`src/design/ipv4dp_pkg.sv`:
```
// ---------------------------------------------------------------------------
// ipv4dp_pkg
// Types and constants shared by the dotted-quad address parser.
// ---------------------------------------------------------------------------
package ipv4dp_pkg;

  localparam int unsigned CharW   = 8;
  localparam int unsigned AddrW   = 32;
  localparam int unsigned OctetW  = 8;
  localparam int unsigned AccW    = 10;
  // Only the first three octets are ever stored before the final one arrives.
  localparam int unsigned PackedW = 24;

  localparam logic [CharW-1:0]  ChNul   = 8'h00;
  localparam logic [CharW-1:0]  ChZero  = 8'h30;
  localparam logic [CharW-1:0]  ChNine  = 8'h39;
  localparam logic [CharW-1:0]  ChDot   = 8'h2E;
  localparam logic [AccW-1:0]   OctMax  = 10'd255;
  localparam logic [1:0]        LastOct = 2'd3;
  localparam logic [1:0]        MaxDig  = 2'd3;

  typedef struct packed {
    logic [1:0]         octet_index;
    logic [1:0]         digit_count;
    logic [AccW-1:0]    octet_value;
    logic [PackedW-1:0] packed_address;
    logic               error_seen;
  } parse_state_t;

  typedef struct packed {
    logic [AddrW-1:0] address;
    logic             invalid;
  } parse_result_t;

  // Handshake between the input register and the parse stage.
  typedef struct packed {
    logic valid;   // input register holds a character
    logic is_nul;  // that character ends the string
  } in_status_t;

endpackage

```
`src/design/ipv4_dotted_decimal_parser_unit.sv`:
```
// ---------------------------------------------------------------------------
// ipv4_dotted_decimal_parser_unit
// Streaming parser for strict dotted-quad IPv4 address strings.
// ---------------------------------------------------------------------------
// Usage: characters arrive one per word on the slave stream, a NUL word ends
// each string. For every NUL the block returns one word on the master stream:
// the packed address with the first octet in bits 7:0, or zero with the
// invalid flag (tuser) raised when the string was not a legal dotted quad.
// Other characters produce no output word.
//
// Throughput is one character per cycle unless a NUL waits for the output
// register. Each character passes through an input register and a single
// pass of parse logic (a multiply-by-ten accumulate and a compare) that
// updates the parser state and loads a NUL's result into the output register.
//
// Reset clears the parser state and both stream valid flags, so the first word
// after reset starts a new string. When the receiver stalls, the result word
// is held in the output register; non-NUL characters keep flowing, and only a
// further NUL waits in the input register until the output word is taken.
// ---------------------------------------------------------------------------
module ipv4_dotted_decimal_parser_unit
  import ipv4dp_pkg::*;
(
  input  logic        clk_i,
  input  logic        rst_ni,
  input  logic        s_axis_tvalid_i,
  output logic        s_axis_tready_o,
  input  logic [7:0]  s_axis_tdata_i,   // [7:0] char_in
  output logic        m_axis_tvalid_o,
  input  logic        m_axis_tready_i,
  output logic [31:0] m_axis_tdata_o,   // [31:0] address
  output logic        m_axis_tuser_o    // [0] invalid
);

  in_status_t       in_status;
  logic [CharW-1:0] in_char;
  logic             out_free;
  logic             advance;
  logic             emit;

  parse_state_t  state_q, state_d, state_next;
  parse_result_t step_result, out_result;

  // Input register; a waiting NUL only moves on when the result slot is free.
  ipv4dp_in_reg u_in_reg (
    .clk_i     (clk_i),
    .rst_ni    (rst_ni),
    .s_valid_i (s_axis_tvalid_i),
    .s_ready_o (s_axis_tready_o),
    .s_char_i  (s_axis_tdata_i),
    .advance_i (advance),
    .status_o  (in_status),
    .char_o    (in_char)
  );

  assign advance = in_status.valid && (!in_status.is_nul || out_free);
  assign emit    = advance && in_status.is_nul;

  ipv4dp_step u_step (
    .state_i  (state_q),
    .char_i   (in_char),
    .state_o  (state_next),
    .result_o (step_result)
  );

  assign state_d = advance ? state_next : state_q;

  // Parser state is all control and is cleared by reset.
  always_ff @(posedge clk_i or negedge rst_ni) begin
    if (!rst_ni) begin
      state_q <= '0;
    end else begin
      state_q <= state_d;
    end
  end

  ipv4dp_out_reg u_out_reg (
    .clk_i     (clk_i),
    .rst_ni    (rst_ni),
    .load_i    (emit),
    .result_i  (step_result),
    .free_o    (out_free),
    .m_valid_o (m_axis_tvalid_o),
    .m_ready_i (m_axis_tready_i),
    .result_o  (out_result)
  );

  assign m_axis_tdata_o = out_result.address;
  assign m_axis_tuser_o = out_result.invalid;

endmodule

```
`src/design/ipv4dp_in_reg.sv`:
```
// ---------------------------------------------------------------------------
// ipv4dp_in_reg
// Input register for incoming characters with ready generation.
// ---------------------------------------------------------------------------
module ipv4dp_in_reg
  import ipv4dp_pkg::*;
(
  input  logic             clk_i,
  input  logic             rst_ni,
  input  logic             s_valid_i,
  output logic             s_ready_o,
  input  logic [CharW-1:0] s_char_i,
  input  logic             advance_i,
  output in_status_t       status_o,
  output logic [CharW-1:0] char_o
);

  logic             valid_q, valid_d;
  logic [CharW-1:0] char_q;
  logic             load;

  assign s_ready_o = !valid_q || advance_i;
  assign load      = s_valid_i && s_ready_o;
  assign valid_d   = load || (valid_q && !advance_i);

  always_ff @(posedge clk_i or negedge rst_ni) begin
    if (!rst_ni) begin
      valid_q <= 1'b0;
    end else begin
      valid_q <= valid_d;
    end
  end

  always_ff @(posedge clk_i) begin
    if (load) begin
      char_q <= s_char_i;
    end
  end

  assign status_o.valid  = valid_q;
  assign status_o.is_nul = (char_q == ChNul);
  assign char_o          = char_q;

endmodule

```
`src/design/ipv4dp_step.sv`:
```
// ---------------------------------------------------------------------------
// ipv4dp_step
// Per-character parse update: next state and end-of-string result.
// ---------------------------------------------------------------------------
module ipv4dp_step
  import ipv4dp_pkg::*;
(
  input  parse_state_t     state_i,
  input  logic [CharW-1:0] char_i,
  output parse_state_t     state_o,
  output parse_result_t    result_o
);

  logic            is_nul, is_dot, is_digit;
  logic [3:0]      digit;
  logic [AccW-1:0] acc_next;
  logic [PackedW-1:0] shifted;
  logic            ok;

  assign is_nul   = (char_i == ChNul);
  assign is_dot   = (char_i == ChDot);
  assign is_digit = (char_i >= ChZero) && (char_i <= ChNine);
  assign digit    = char_i[3:0];

  // value * 10 + digit, kept to the accumulator width
  assign acc_next = (state_i.octet_value << 3) + (state_i.octet_value << 1)
                  + {{(AccW-4){1'b0}}, digit};

  always_comb begin
    shifted = '0;
    case (state_i.octet_index)
      2'd0:    shifted[7:0]   = state_i.octet_value[OctetW-1:0];
      2'd1:    shifted[15:8]  = state_i.octet_value[OctetW-1:0];
      2'd2:    shifted[23:16] = state_i.octet_value[OctetW-1:0];
      default: shifted        = '0;
    endcase
  end

  assign ok = !state_i.error_seen && (state_i.octet_index == LastOct)
           && (state_i.digit_count != 2'd0) && (state_i.octet_value <= OctMax);

  always_comb begin
    result_o.address = ok ? {state_i.octet_value[OctetW-1:0], state_i.packed_address}
                          : '0;
    result_o.invalid = !ok;
  end

  always_comb begin
    state_o = state_i;
    if (is_nul) begin
      state_o = '0;
    end else if (!state_i.error_seen) begin
      if (is_dot) begin
        if (state_i.digit_count == 2'd0 || state_i.octet_index == LastOct
            || state_i.octet_value > OctMax) begin
          state_o.error_seen = 1'b1;
        end else begin
          state_o.packed_address = state_i.packed_address | shifted;
          state_o.octet_index    = state_i.octet_index + 2'd1;
          state_o.digit_count    = 2'd0;
          state_o.octet_value    = '0;
        end
      end else if (is_digit) begin
        if (state_i.digit_count == MaxDig) begin
          state_o.error_seen = 1'b1;
        end else begin
          state_o.octet_value = acc_next;
          state_o.digit_count = state_i.digit_count + 2'd1;
        end
      end else begin
        state_o.error_seen = 1'b1;
      end
    end
  end

endmodule

```
`src/design/ipv4dp_out_reg.sv`:
```
// ---------------------------------------------------------------------------
// ipv4dp_out_reg
// Result register holding one parsed address until the receiver takes it.
// ---------------------------------------------------------------------------
module ipv4dp_out_reg
  import ipv4dp_pkg::*;
(
  input  logic          clk_i,
  input  logic          rst_ni,
  input  logic          load_i,
  input  parse_result_t result_i,
  output logic          free_o,
  output logic          m_valid_o,
  input  logic          m_ready_i,
  output parse_result_t result_o
);

  logic          valid_q, valid_d;
  parse_result_t result_q;

  assign free_o  = !valid_q || m_ready_i;
  assign valid_d = load_i || (valid_q && !m_ready_i);

  always_ff @(posedge clk_i or negedge rst_ni) begin
    if (!rst_ni) begin
      valid_q <= 1'b0;
    end else begin
      valid_q <= valid_d;
    end
  end

  always_ff @(posedge clk_i) begin
    if (load_i) begin
      result_q <= result_i;
    end
  end

  assign m_valid_o = valid_q;
  assign result_o  = result_q;

endmodule

```
`config.mk`:
```
export PLATFORM = sky130hd
export DESIGN_NAME = ipv4_dotted_decimal_parser_unit
export DESIGN_NICKNAME = d
export VERILOG_FILES = /design/src/design/ipv4dp_pkg.sv /design/src/design/ipv4_dotted_decimal_parser_unit.sv /design/src/design/ipv4dp_in_reg.sv /design/src/design/ipv4dp_step.sv /design/src/design/ipv4dp_out_reg.sv
export SDC_FILE = /design/constraint.sdc
export NUM_CORES = 1
export LEC_CHECK = 0
export BUFFER_PORTS_ARGS = -buffer_cell sky130_fd_sc_hd__buf_2
export CAP_MARGIN = 20
export CELL_PAD_IN_SITES_DETAIL_PLACEMENT = 0
export CELL_PAD_IN_SITES_GLOBAL_PLACEMENT = 2
export CORE_MARGIN = 2
export CORE_UTILIZATION = 42
export CTS_CLUSTER_DIAMETER = 40
export DETAILED_ROUTE_END_ITERATION = 10
export PLACE_DENSITY = 0.95
export SLEW_MARGIN = 15
export SYNTH_ARGS = -nofsm -noshare
export SYNTH_HDL_FRONTEND = slang
export SYNTH_SLANG_ARGS = --single-unit
```
`constraint.sdc`:
```
create_clock -name clk_i -period 3.95 [get_ports clk_i]
set_input_delay 0.79 -clock clk_i [delete_from_list [all_inputs] [get_ports clk_i]]
set_output_delay 0.79 -clock clk_i [all_outputs]
set_load 0.005 [all_outputs]
```
* Yosys cells after proc, flatten, opt, wreduce, memory -nomap -nowiden
Cells that the tools add are included.
** Storage, ports and cells
- Input port bits :: 12
- Logic and storage cells :: 74
- Register bits :: 82
** Operators by class
- Add/sub/neg operators :: 4
- Equality and inequality tests :: 9
- Bitwise gates (word level) :: 1
- Reductions and logical operators :: 31
- Mux-type cells :: 15
- $lt $le $gt $ge :: 4
** Operators with widths (number)
- 39-bit 2-to-1 mux :: 2
- 38-bit 2-to-1 mux :: 1
- 12-bit 2-to-1 mux :: 3
- 24-bit 2-to-1 mux :: 1
- 8-bit 2-to-1 mux :: 3
- 24-bit bitwise OR :: 1
- 10-bit adder :: 1
- 10-bit by 4-bit adder with 10-bit output :: 1
- 10-bit by 8-bit > comparator with 1-bit output, second input constant :: 1
- 10-bit by 8-bit <= comparator with 1-bit output, second input constant :: 1
- 1-bit logical AND :: 9
- 8-bit by 6-bit equality test with 1-bit output, second input constant :: 1
- 8-bit by 6-bit greater-or-equal comparator with 1-bit output, second input constant :: 1
- 8-bit by 6-bit <= comparator with 1-bit output, second input constant :: 1
- 8-bit logical NOT :: 1
- 1-bit logical NOT :: 7
- 1-bit logical OR :: 7
- 2-bit equality test, second input constant :: 3
- 5-bit AND reduction :: 1
- 2-bit by 1-bit adder with 2-bit output, second input constant :: 2
- 2-bit logical NOT :: 2
- 1-bit 2-to-1 mux :: 4
- 2-bit by 1-bit inequality test with 1-bit output, second input constant :: 2
- 4-bit AND reduction :: 1
- other kinds (6) :: 7

* Logic depth before layout (Yosys ltp)
Gate-level depths: netlist of run 1.
- Word-level depth :: 7
- Mapped depth :: 9
- Mapped depth without buffers :: 9

* Hierarchy
A second synthesis of run 1 with hierarchy kept.
** Unflattened totals
- Cells, all modules :: 357
- Area total of the unflattened synthesis :: 4196.5 um2
** Modules (own cells, without submodules)
- ipv4_dotted_decimal_parser_unit :: instances 1, seq. area each 975.9 um2, cells each 86, area an instance 1490.2 um2
- ipv4dp_step :: instances 1, seq. area each 0.0 um2, cells each 219, area an instance 1357.6 um2
- ipv4dp_out_reg :: instances 1, seq. area each 1016.0 um2, cells each 36, area an instance 1038.5 um2
- ipv4dp_in_reg :: instances 1, seq. area each 265.3 um2, cells each 16, area an instance 310.3 um2

* Worst setup path before layout of run 1
OpenSTA, ideal clock, no wires.
- Kind :: register to register
- Start point :: register u_in_reg.char_q[3] (netlist: u_in_reg.char_o[3])
- End point :: register state_q[29] (netlist name)
- Setup time :: 0.095 ns
- Data arrival time :: 2.257 ns
- Period minus slack after synthesis :: 2.352 ns
- Cell stages (with the launch flop) :: 8
- Slack :: 1.598 ns
- Cell sequence :: edfxtp_1 -> or4_1 -> nor2_4 -> nand3_4 -> inv_2 -> o32ai_2 -> buf_6 -> o31ai_1
** Between the ends
- Cells in the longest elaborated chain, start to end :: 6
- Elaborated cells between the ends (all ways) :: 19
- Classes of those cells :: add/sub: 1; order compare: 2; eq/ne: 4; mux: 5; reduce/logical: 7
** RTL lines
- from (decl) :: RTL line ipv4dp_in_reg.sv:19 : logic [CharW-1:0] char_q;
- from (signal assigned) :: RTL line ipv4dp_in_reg.sv:36 : char_q <= s_char_i;
- 10-bit by 4-bit adder with 10-bit output :: RTL line ipv4dp_step.sv:27 : + {{(AccW-4){1'b0}}, digit};
- 12-bit 2-to-1 mux :: RTL line ipv4dp_step.sv:64 : if (state_i.digit_count == MaxDig) begin
- 12-bit 2-to-1 mux :: RTL line ipv4dp_step.sv:63 : end else if (is_digit) begin
- 12-bit 2-to-1 mux :: RTL line ipv4dp_step.sv:53 : if (is_dot) begin
- 39-bit 2-to-1 mux :: RTL line ipv4dp_step.sv:52 : end else if (!state_i.error_seen) begin
- 39-bit 2-to-1 mux :: RTL line ipv4dp_step.sv:50 : if (is_nul) begin
- to (signal assigned) :: RTL line ipv4_dotted_decimal_parser_unit.sv:73 : state_q <= state_d;
- to (decl) :: RTL line ipv4_dotted_decimal_parser_unit.sv:41 : parse_state_t state_q, state_d, state_next;
Several ways; a longest one is shown, not always the timed one. The select of a mux whose other input is x is not followed.
A chain may end at the register's enable or synchronous reset.

* Worst setup path in the final report of run 1
- Start point :: register u_in_reg.char_q[3] (netlist: u_in_reg.char_o[3])
- End point :: output s_axis_tready_o
** Between the ends
- Cells in the longest elaborated chain, start to end :: 5
** RTL lines
- 8-bit logical NOT :: RTL line ipv4dp_in_reg.sv:41 : assign status_o.is_nul = (char_q == ChNul);
- 1-bit logical NOT :: RTL line ipv4_dotted_decimal_parser_unit.sv:56 : assign advance = in_status.valid && (!in_status.is_nul || out_free);
- 1-bit logical OR :: RTL line ipv4_dotted_decimal_parser_unit.sv:56
- 1-bit logical AND :: RTL line ipv4_dotted_decimal_parser_unit.sv:56
- 1-bit logical OR :: RTL line ipv4dp_in_reg.sv:22 : assign s_ready_o = !valid_q || advance_i;
- to (decl) :: RTL line ipv4_dotted_decimal_parser_unit.sv:27 : output logic s_axis_tready_o,
Every way passes these cells.

==> summary.md, run 1 <==
| Metric | Value |
|---|---|
| Status | complete, no violations |
| RePlAce Congestion | 0.802 |
| Max incr delay on CP | 0.62 ns |
| Final hold violation count | 0 |
| Die height | 98.3 um |
| Cell Area, Placed | 0.00408 sq mm |
| Total CTS buffers | 9 |
| Die area | 0.00966 sq mm |
| Top delay family on crit path | simple AND/OR/NAND/NOR gates |
| Cell accounting for the most synthesized area | edfxtp_1 |
| Psw | 341 uW |
| Crit Path Class | register to output pin |
| Final wirelength | 6.71 mm |
| H-tree depth | 3 |
| Worst Setup End Kind | output pin |
| WL/cell | 14.1 um |
| Root Buffer | clkbuf_8 |
| Layout Utilization | 0.492 |
| Largest net degree at the start of global routing | 42 |
| Vias | 2377 |
| CP max stage cell | or4_1 |
| Synthesized cell area | 0.00373 sq mm |
| Initial Util | 0.430 |
| Max-slew headroom | 0.380 |
| Sequential share of the synthesized area | 0.605 |
| DR iter-0 viols | 81 |
| Yosys reg bits | 82 |
| PortBufs | 46 |
| Worst R2R Setup Slack | 1.44 ns |
| Seq pwr share | 0.604 |
| Hold Path Class | register to register |
| Clock Pin Slew Worst Setup and Hold Paths | 0.09 ns |
| First-pass GRT wire length | 11.3 mm |
| Initial antenna violation count | 0 |
| Clock power frac | 0.376 |
| Net count after synthesis | 345 |
| GRT overflow | 0 |
| Least-Margin Pin Slew | 0.931 ns |
| Synth cell types | 46 |
| Synthesis Warnings | 0 |
| CTS max path bufs | 2 |
| Leakage power | 1.94 nW |
| Clock skew | 0.0124 ns |
| Core ar. | 0.00868 sq mm |
| Crit-path cells | or4_1 -> nor2_4 -> nand4b_1 -> buf_2 |
| Drt drc | 0 |
| Number of global-route vias before repair | 2345 |
| Max Cap Viol | 0 |
| Ys async rst share | 0.500 |
| Post-synth EDFFs | 41 |
| Crit Path Max Fanout | 6 |
| Fin nets | 396 |
| CP required | 3.16 ns |
| Via density | 5.00 |
| Gate power share | 0.020 |
| Crit path arrival time | 1.91 ns |
| Tmin final | 2.70 ns |
| Final instance area | 0.00427 sq mm |
| Sw Share | 0.227 |
| Clock latency on the worst-skew pair | 0.35 ns |
| Final critical-path share of the clock period | 0.685 |
| Top-area cell type share of the netlist area | 0.330 |
| Average cell area after synthesis | 12.0 sq um |
| Synth top area cells | edfxtp_1, dfrtp_1, ha_1, and2_1, nand2_1 |
| Post CTS Setup Buffer Count | 0 |
| Type of origin of the critical path | register |
| Mapped Cells | 311 |
| Layout overhead on the synthesized area | 14.3% |
| Post-CTS sizing | 0 |
| Setup-failing EPs final | 0 |
| CTS tree | yes |
| Die W | 98.3 um |
| Fmax achieved | 370 MHz |
| I/O pin count | 47 |
| Most used DFF post-synth | edfxtp_1 |
| Internal power | 1.16 mW |
| Peak supply drop | 0.000176 V |
| Antenna-violating nets left | 0 |
| Pins over their slew limit | 0 |
| # rows | 34 |
| Drt pass-1 iters | 4 |
| ANT cells | 0 |
| Layout cells sized above 1 | 0.232 |
| Sink Count | 82 |
| RSZ-0062 raised after global routing | no |
| Cell Pwr Density | 352 mW/mm^2 |
| TNS Setup | 0 ns |
| Hold-fix buffers, CTS | 0 |
| Crit path buf inv count | 1 |
| Hpwl dp | 4.83 mm |
| Total GRT Usage | 0.150 |
[Yosys cell counts, drive strengths merged, types with 4 or more instances]
| master | number |
|---|---|
| a21oi | 6 |
| and2 | 32 |
| clkbuf | 6 |
| dfrtp | 41 |
| edfxtp | 41 |
| ha | 20 |
| inv | 13 |
| nand2 | 53 |
| nand2b | 8 |
| nand3 | 4 |
| nor2 | 8 |
| o21ai | 36 |
| o31ai | 5 |
| xor2 | 4 |
[through the flow]
| step | setup slack [ns] | hold WS [ns] | cells | total power, mW |
|---|---|---|---|---|
| 2_1_floorplan | 1.60 | 0.443 | 311 | 0.938 |
| 5_1_grt | 1.13 | 0.518 | 475 | 1.55 |
| 3_5_place_dp | 1.44 | 0.457 | 459 | 0.957 |
| 3_3_place_gp | 1.50 | 0.456 | 459 | 0.955 |
| 6_report | 1.25 | 0.475 | 475 | 1.50 |
| 4_1_cts | 1.21 | 0.478 | 475 | 1.51 |
[worst paths after layout]
kind	start	end	cells after the start
setup / recovery	u_in_reg.char_o[3]$_DFFE_PP_	s_axis_tready_o	4
hold / removal	state_q[16]$_DFFE_PN0P_	state_q[16]$_DFFE_PN0P_	2
setup reg to reg	u_in_reg.char_o[3]$_DFFE_PP_	state_q[31]$_DFFE_PN0P_	7
hold reg to reg	state_q[16]$_DFFE_PN0P_	state_q[16]$_DFFE_PN0P_	2
max in group asynchronous	rst_ni	state_q[35]$_DFFE_PN0P_	1
min in group asynchronous	rst_ni	u_in_reg.valid_q$_DFF_PN0_	1
[cell usage in the layout, fill, tap and decap left out, types with 2 or more instances in the layout]
cell type / instances
a21oi_1: 5
dfrtp_1: 41
buf_2: 46
ha_1: 20
o31ai_1: 5
or4_4: 2
inv_1: 12
edfxtp_1: 41
nand3_1: 3
xor2_1: 4
nand2_4: 3
fa_1: 2
clkinv_4: 2
o21ai_2: 7
inv_6: 2
nand2b_1: 8
nand2_1: 50
xnor2_1: 3
a211oi_1: 3
nor4_1: 3
or2_2: 2
o21ai_0: 11
o21ai_1: 18
and2_1: 32
nor2_1: 7
clkbuf_8: 10
buf_4: 3
[power by group through the flow]
stage	Sequential (mW)	Clock, mW	Combinational [mW]
CTS	0.907	0.575	0.0315
global placement	0.925	0	0.0305
global route	0.909	0.608	0.0360
finish	0.907	0.565	0.0301
floorplan	0.924	0	0.0139
detailed placement	0.926	0	0.0310
[cell type report]
cell class                 instances  area (sq um)
clock buffer                      10           138
clock inverter                     6          47.5
fill                             798          4410
inverter                          13          48.8
multi-input combinational        207          1390
sequential                        82          2260
tap                              108           135
timing repair buffer              49           253
[routing by layer]
layer,share of wire,global-route usage
met5,0,0
met3,0.056,0.0422
met4,0.011,0.0474
met1,0.46,0.195
met2,0.47,0.245
[worst min-delay path: cells and delay by family, from the launching register on]
family,cells,cell delay (ns)
DFF,1,0.34
and+or+nand+nor,1,0.06
AOI/OAI and AO/OA,1,0.05
[registers in the layout (all words and copies together) (netlist names)]
register / count
state_q: 39
u_in_reg.char_o: 8
u_in_reg.valid_q: 1
u_out_reg.m_valid_o: 1
u_out_reg.result_o: 33
[kinds of logic (layout without fill, tap and decap cells)]
| family | Yosys count | in the layout | share of synthesized area |
|---|---|---|---|
| compound gates | 58 | 58 | 0.102 |
| xor+xnor | 7 | 7 | 0.0164 |
| fa+ha+maj | 22 | 22 | 0.0777 |
| buf+inv | 22 | 78 | 0.0245 |
| flops | 82 | 82 | 0.605 |
| simple gates | 120 | 120 | 0.175 |
(Power assumes the default switching activity.)
==> run 2: changes to the inputs <==
CORE_UTILIZATION = 39   (was 42)
PLACE_DENSITY = 0.89   (was 0.95)
clock period = 2.7 ns   (was 3.95 ns; I/O delays follow)
==> summary.md, run 2 (synthesis results as in run 1) <==
| Metric | Value |
|---|---|
| Status | complete, no violations |
| Top delay family on crit path | simple AND/OR/NAND/NOR gates |
| Final hold violation count | 0 |
| Placed cells | 481 |
| Initial antenna violation count | 0 |
| Total CTS buffers | 9 |
| Layout overhead on the synthesized area | 15.9% |
| Hold-fix buffers, CTS | 0 |
| # rows | 35 |
| I/O pin count | 47 |
| Fin nets | 398 |
| Clock latency on the worst-skew pair | 0.35 ns |
| GRT overflow | 0 |
| CTS max path bufs | 2 |
| RePlAce Congestion | 0.820 |
| Largest net degree at the start of global routing | 42 |
| Crit path buf inv count | 2 |
| Crit Path Class | register to output pin |
| Tmin final | 2.54 ns |
| Core ar. | 0.00928 sq mm |
| Crit-path cells | buf_4 -> or4_1 -> nor2_4 -> nand4b_1 -> buf_2 |
| Initial Util | 0.402 |
| RSZ-0062 raised after global routing | no |
| Pins over their slew limit | 0 |
| Max Cap Viol | 0 |
| Hpwl dp | 4.80 mm |
| CP max stage cell | or4_1 |
| First-pass GRT wire length | 11.5 mm |
| Max FFs per register | 39 |
| Post-CTS sizing | 0 |
| Hold Path Class | input port to async pin |
| Via density | 4.82 |
| Crit path arrival time | 2.00 ns |
| Most frequent cells in the layout | nand2_1, buf_2, dfrtp_1, edfxtp_1, and2_1 |
| Die W | 102 um |
| Max incr delay on CP | 0.60 ns |
| Clock skew | 0.00884 ns |
| Leakage power | 1.95 nW |
| Worst Setup End Kind | output pin |
| Least-Margin Pin Slew | 0.956 ns |
| Most common cell after layout, fill and taps aside | nand2_1 |
| Type of origin of the critical path | register |
| DR iter-0 viols | 68 |
| WL/cell | 13.8 um |
| Final wirelength | 6.87 mm |
| Drt pass-1 iters | 4 |
| Vias | 2402 |
| Final critical-path share of the clock period | 0.941 |
| Largest Register | state_q |
| PortBufs | 46 |
| CP required | 2.16 ns |
| Total GRT Usage | 0.146 |
| CTS tree | yes |
| Crit Path Max Fanout | 5 |
| Clock Pin Slew Worst Setup and Hold Paths | 0.09 ns |
| Layout cells sized above 1 | 0.236 |
| Fillers | 912 |
| Peak supply drop | 0.000254 V |
| Antenna-violating nets left | 0 |
| Finished Layout Cells | 498 |
| Max-slew headroom | 0.363 |
| H-tree depth | 3 |
| Sink Count | 82 |
| ANT cells | 0 |
| Fmax achieved | 394 MHz |
| Cell Pwr Density | 526 mW/mm^2 |
| Die area | 0.0104 sq mm |
| TNS Setup | 0 ns |
| Setup-failing EPs final | 0 |
| Root Buffer | clkbuf_8 |
| Number of global-route vias before repair | 2380 |
| Drt drc | 0 |
| Die height | 102 um |
[run 2: changes by cell type in the layout (fill, tap and decap cells not counted)]
| cell | delta |
|---|---|
| clkbuf_8 | -1 |
| clkinvlp_4 | +1 |
| clkinv_4 | -1 |
| bufinv_16 | +1 |
| buf_4 | +2 |
[run 2: final timing paths]
check / start / endpoint / slack [ns] / depth (start not counted)
hold / removal: rst_ni / state_q[21]$_DFFE_PN0P_ / 0.33 / 1
hold reg to reg: state_q[21]$_DFFE_PN0P_ / state_q[21]$_DFFE_PN0P_ / 0.48 / 2
max in group asynchronous: rst_ni / state_q[25]$_DFFE_PN0P_ / 1.78 / 1
setup reg to reg: state_q[25]$_DFFE_PN0P_ / state_q[34]$_DFFE_PN0P_ / 0.25 / 9
min in group clk_i: s_axis_tdata_i[7] / u_in_reg.char_o[7]$_DFFE_PP_ / 0.36 / 1
setup / recovery: u_in_reg.char_o[3]$_DFFE_PP_ / s_axis_tready_o / 0.16 / 5
[run 2: cell type report]
cell class | instances | area [sq um] | share of cell area
timing repair buffer | 51 | 268 | 0.0619
inverter | 13 | 48.8 | 0.0113
clock inverter | 7 | 76.3 | 0.0176
tap | 129 | 161 | 0.0373
multi-input combinational | 207 | 1390 | 0.321
clock buffer | 9 | 124 | 0.0286
sequential | 82 | 2260 | 0.522
[run 2: repair_timing]
| action | in CTS | in global routing |
|---|---|---|
| setup buffers | 0 | 1 |
| hold endpoints to repair | 0 | 0 |
| endpoints found under the setup margin | 0 | 1 |
[run 2: worst reg2reg max path: cells and delay by family (launching register included)]
| kind | cells | cell delay [ns] |
|---|---|---|
| fa+ha+maj | 2 | 0.86 |
| flops | 1 | 0.40 |
| buf+inv | 2 | 0.15 |
| xor+xnor | 1 | 0.14 |
| compound gates | 4 | 0.79 |
[run 2: power breakdown]
group          internal (mW)  total, mW  switching [mW]
combinational         0.0166     0.0464          0.0298
clock                  0.434      0.902           0.468
sequential              1.32       1.33          0.0100
total                   1.77       2.27           0.508
[run 2: metrics by stage]
stage / instance area (sq um) / hold WS, ns / power [mW] / worst slack [ns] / utilization
after detailed placement: 4120 / 0.464 / 1.40 / 0.259 / 0.444
after CTS: 4320 / 0.341 / 2.30 / 0.214 / 0.465
after global placement: 4120 / 0.456 / 1.40 / 0.293 / 0.444
after floorplan: 3730 / 0.244 / 1.37 / 0.348 / -
final: 4330 / 0.333 / 2.28 / 0.159 / 0.466
after global routing: 4330 / 0.337 / 2.37 / 0.0152 / 0.466
[run 2: metal layers]
metal / wire, um / share of wire / global-route usage / vias to the layer above
li1: - / - / - / 1196
met1: 3200 / 0.47 / 0.189 / 1146
met2: 3320 / 0.48 / 0.244 / 49
met3: 231 / 0.034 / 0.0287 / 11
met4: 116 / 0.017 / 0.0564 / 0
met5: 0 / 0 / 0 / -
==> run 3: changes to the inputs <==
RECOVER_POWER = 25   (was unset)
==> summary.md, run 3 (synthesis results as in run 1) <==
| Metric | Value |
|---|---|
| Status | complete, no violations |
| Hold Path Origin | s_axis_tdata_i[7] |
| Crit Path Class | register to output pin |
| DR iter-0 viols | 68 |
| Core ar. | 0.00928 sq mm |
| FF-to-FF Start | state_q[25]$_DFFE_PN0P_ |
| Hold-fix buffers, CTS | 0 |
| Root Buffer | clkbuf_8 |
| Reg2reg end | state_q[34]$_DFFE_PN0P_ |
| Initial Util | 0.402 |
| Clock Pin Slew Worst Setup and Hold Paths | 0.09 ns |
| H-tree depth | 3 |
| WL/cell | 13.8 um |
| Worst setup endpoint | s_axis_tready_o |
| Via density | 4.82 |
| Clock latency on the worst-skew pair | 0.35 ns |
| Pins over their slew limit | 0 |
| Hold Path Class | input port to register |
| Final wirelength | 6.87 mm |
| CTS max path bufs | 2 |
| TNS Setup | 0 ns |
| Post CTS Setup Buffer Count | 0 |
| Drt pass-1 iters | 4 |
| Most frequent cells in the layout | nand2_1, buf_2, dfrtp_1, edfxtp_1, and2_1 |
| PortBufs | 46 |
| Antenna-violating nets left | 0 |
| Least-Margin Pin Slew | 1.07 ns |
| Leakage power | 1.95 nW |
| Fin worst setup slack | 0.159 ns |
| Worst R2R Setup Slack | 0.25 ns |
| Drt drc | 0 |
| Pre-CTS worst setup slack | 0.259 ns |
| CTS tree | yes |
| Total CTS buffers | 9 |
| First-pass GRT wire length | 11.5 mm |
| Largest net degree at the start of global routing | 42 |
| Worst Setup End Kind | output pin |
| Crit path arrival time | 2.00 ns |
| Crit Path Max Fanout | 5 |
| Die height | 102 um |
| Fmax achieved | 394 MHz |
| Largest Register | state_q |
| Vias | 2402 |
| Die area | 0.0104 sq mm |
| Type of origin of the critical path | register |
| Die W | 102 um |
| Clock skew | 0.00885 ns |
| GRT overflow | 0 |
| Max-slew headroom | 0.287 |
| Layout overhead on the synthesized area | 15.9% |
| # rows | 35 |
| Sink Count | 82 |
| Setup-failing EPs final | 0 |
| Peak supply drop | 0.000254 V |
| RePlAce Congestion | 0.820 |
| CP required | 2.16 ns |
| Reg2reg path depth | 9 |
| Finished Layout Cells | 498 |
| Cell Pwr Density | 526 mW/mm^2 |
| RSZ-0062 raised after global routing | no |
| I/O pin count | 47 |
| Fin nets | 398 |
| Tmin final | 2.54 ns |
| Total GRT Usage | 0.146 |
| Max Cap Viol | 0 |
| Initial antenna violation count | 0 |
| Final critical-path share of the clock period | 0.941 |
| Most common cell after layout, fill and taps aside | nand2_1 |
| Post-CTS sizing | 0 |
| Crit. Startpoint | u_in_reg.char_o[3]$_DFFE_PP_ |
| Final hold violation count | 0 |
| Placed cells | 481 |
| Number of global-route vias before repair | 2380 |
| Hpwl dp | 4.80 mm |
| ANT cells | 0 |
| Max FFs per register | 39 |
| Layout cells sized above 1 | 0.236 |
==> run 3: cell count changes in the layout (fill, tap and decap cells not counted), sizes merged <==
cell and delta:
clkbuf +1, buf -1
==> run 3: how the worst min path moves through the flow <==
| stage | slack [ns] | to | cells after the start |
|---|---|---|---|
| global route | 0.34 | u_in_reg.char_o[7]$_DFFE_PP_ | 1 |
| CTS | 0.34 | u_in_reg.char_o[7]$_DFFE_PP_ | 1 |
| floorplan | 0.24 | state_q[0]$_DFFE_PN0P_ | 0 |
| global placement | 0.46 | state_q[15]$_DFFE_PN0P_ | 2 |
| finish | 0.36 | u_in_reg.char_o[7]$_DFFE_PP_ | 1 |
| detailed placement | 0.46 | state_q[16]$_DFFE_PN0P_ | 2 |
==> run 3: routing by layer <==
metal | share of wire | global-route usage
met5 | 0 | 0
met1 | 0.47 | 0.189
met2 | 0.48 | 0.244
met3 | 0.034 | 0.0287
met4 | 0.017 | 0.0564
==> run 3: through the flow <==
step / power (mW) / util / cell area (sq um) / hold WS (ns)
2_1_floorplan: 1.37 / - / 3730 / 0.244
3_3_place_gp: 1.40 / 0.444 / 4120 / 0.456
3_5_place_dp: 1.40 / 0.444 / 4120 / 0.464
4_1_cts: 2.30 / 0.465 / 4320 / 0.341
5_1_grt: 2.37 / 0.466 / 4330 / 0.337
6_report: 2.27 / 0.466 / 4330 / 0.359
==> run 3: worst max-delay path: stages (launching register included) <==
cell	delay [ns]
edfxtp_1	0.39
buf_4	0.16
or4_1	0.60
nor2_4	0.16
nand4b_1	0.17
buf_2	0.17
==> run 3: cell type report <==
class | count | area [sq um]
clock buffer | 9 | 124
clock inverter | 7 | 76.3
fill | 912 | 4960
inverter | 13 | 48.8
multi-input combinational | 207 | 1390
sequential | 82 | 2260
tap | 129 | 161
timing repair buffer | 51 | 268
==> run 3: report_power, final <==
group	internal [mW]	switching, mW	leakage (nW)
registers	1.32	0.0100	1.02
logic	0.0165	0.0298	0.834
clock network	0.434	0.468	0.0962
total	1.77	0.508	1.95
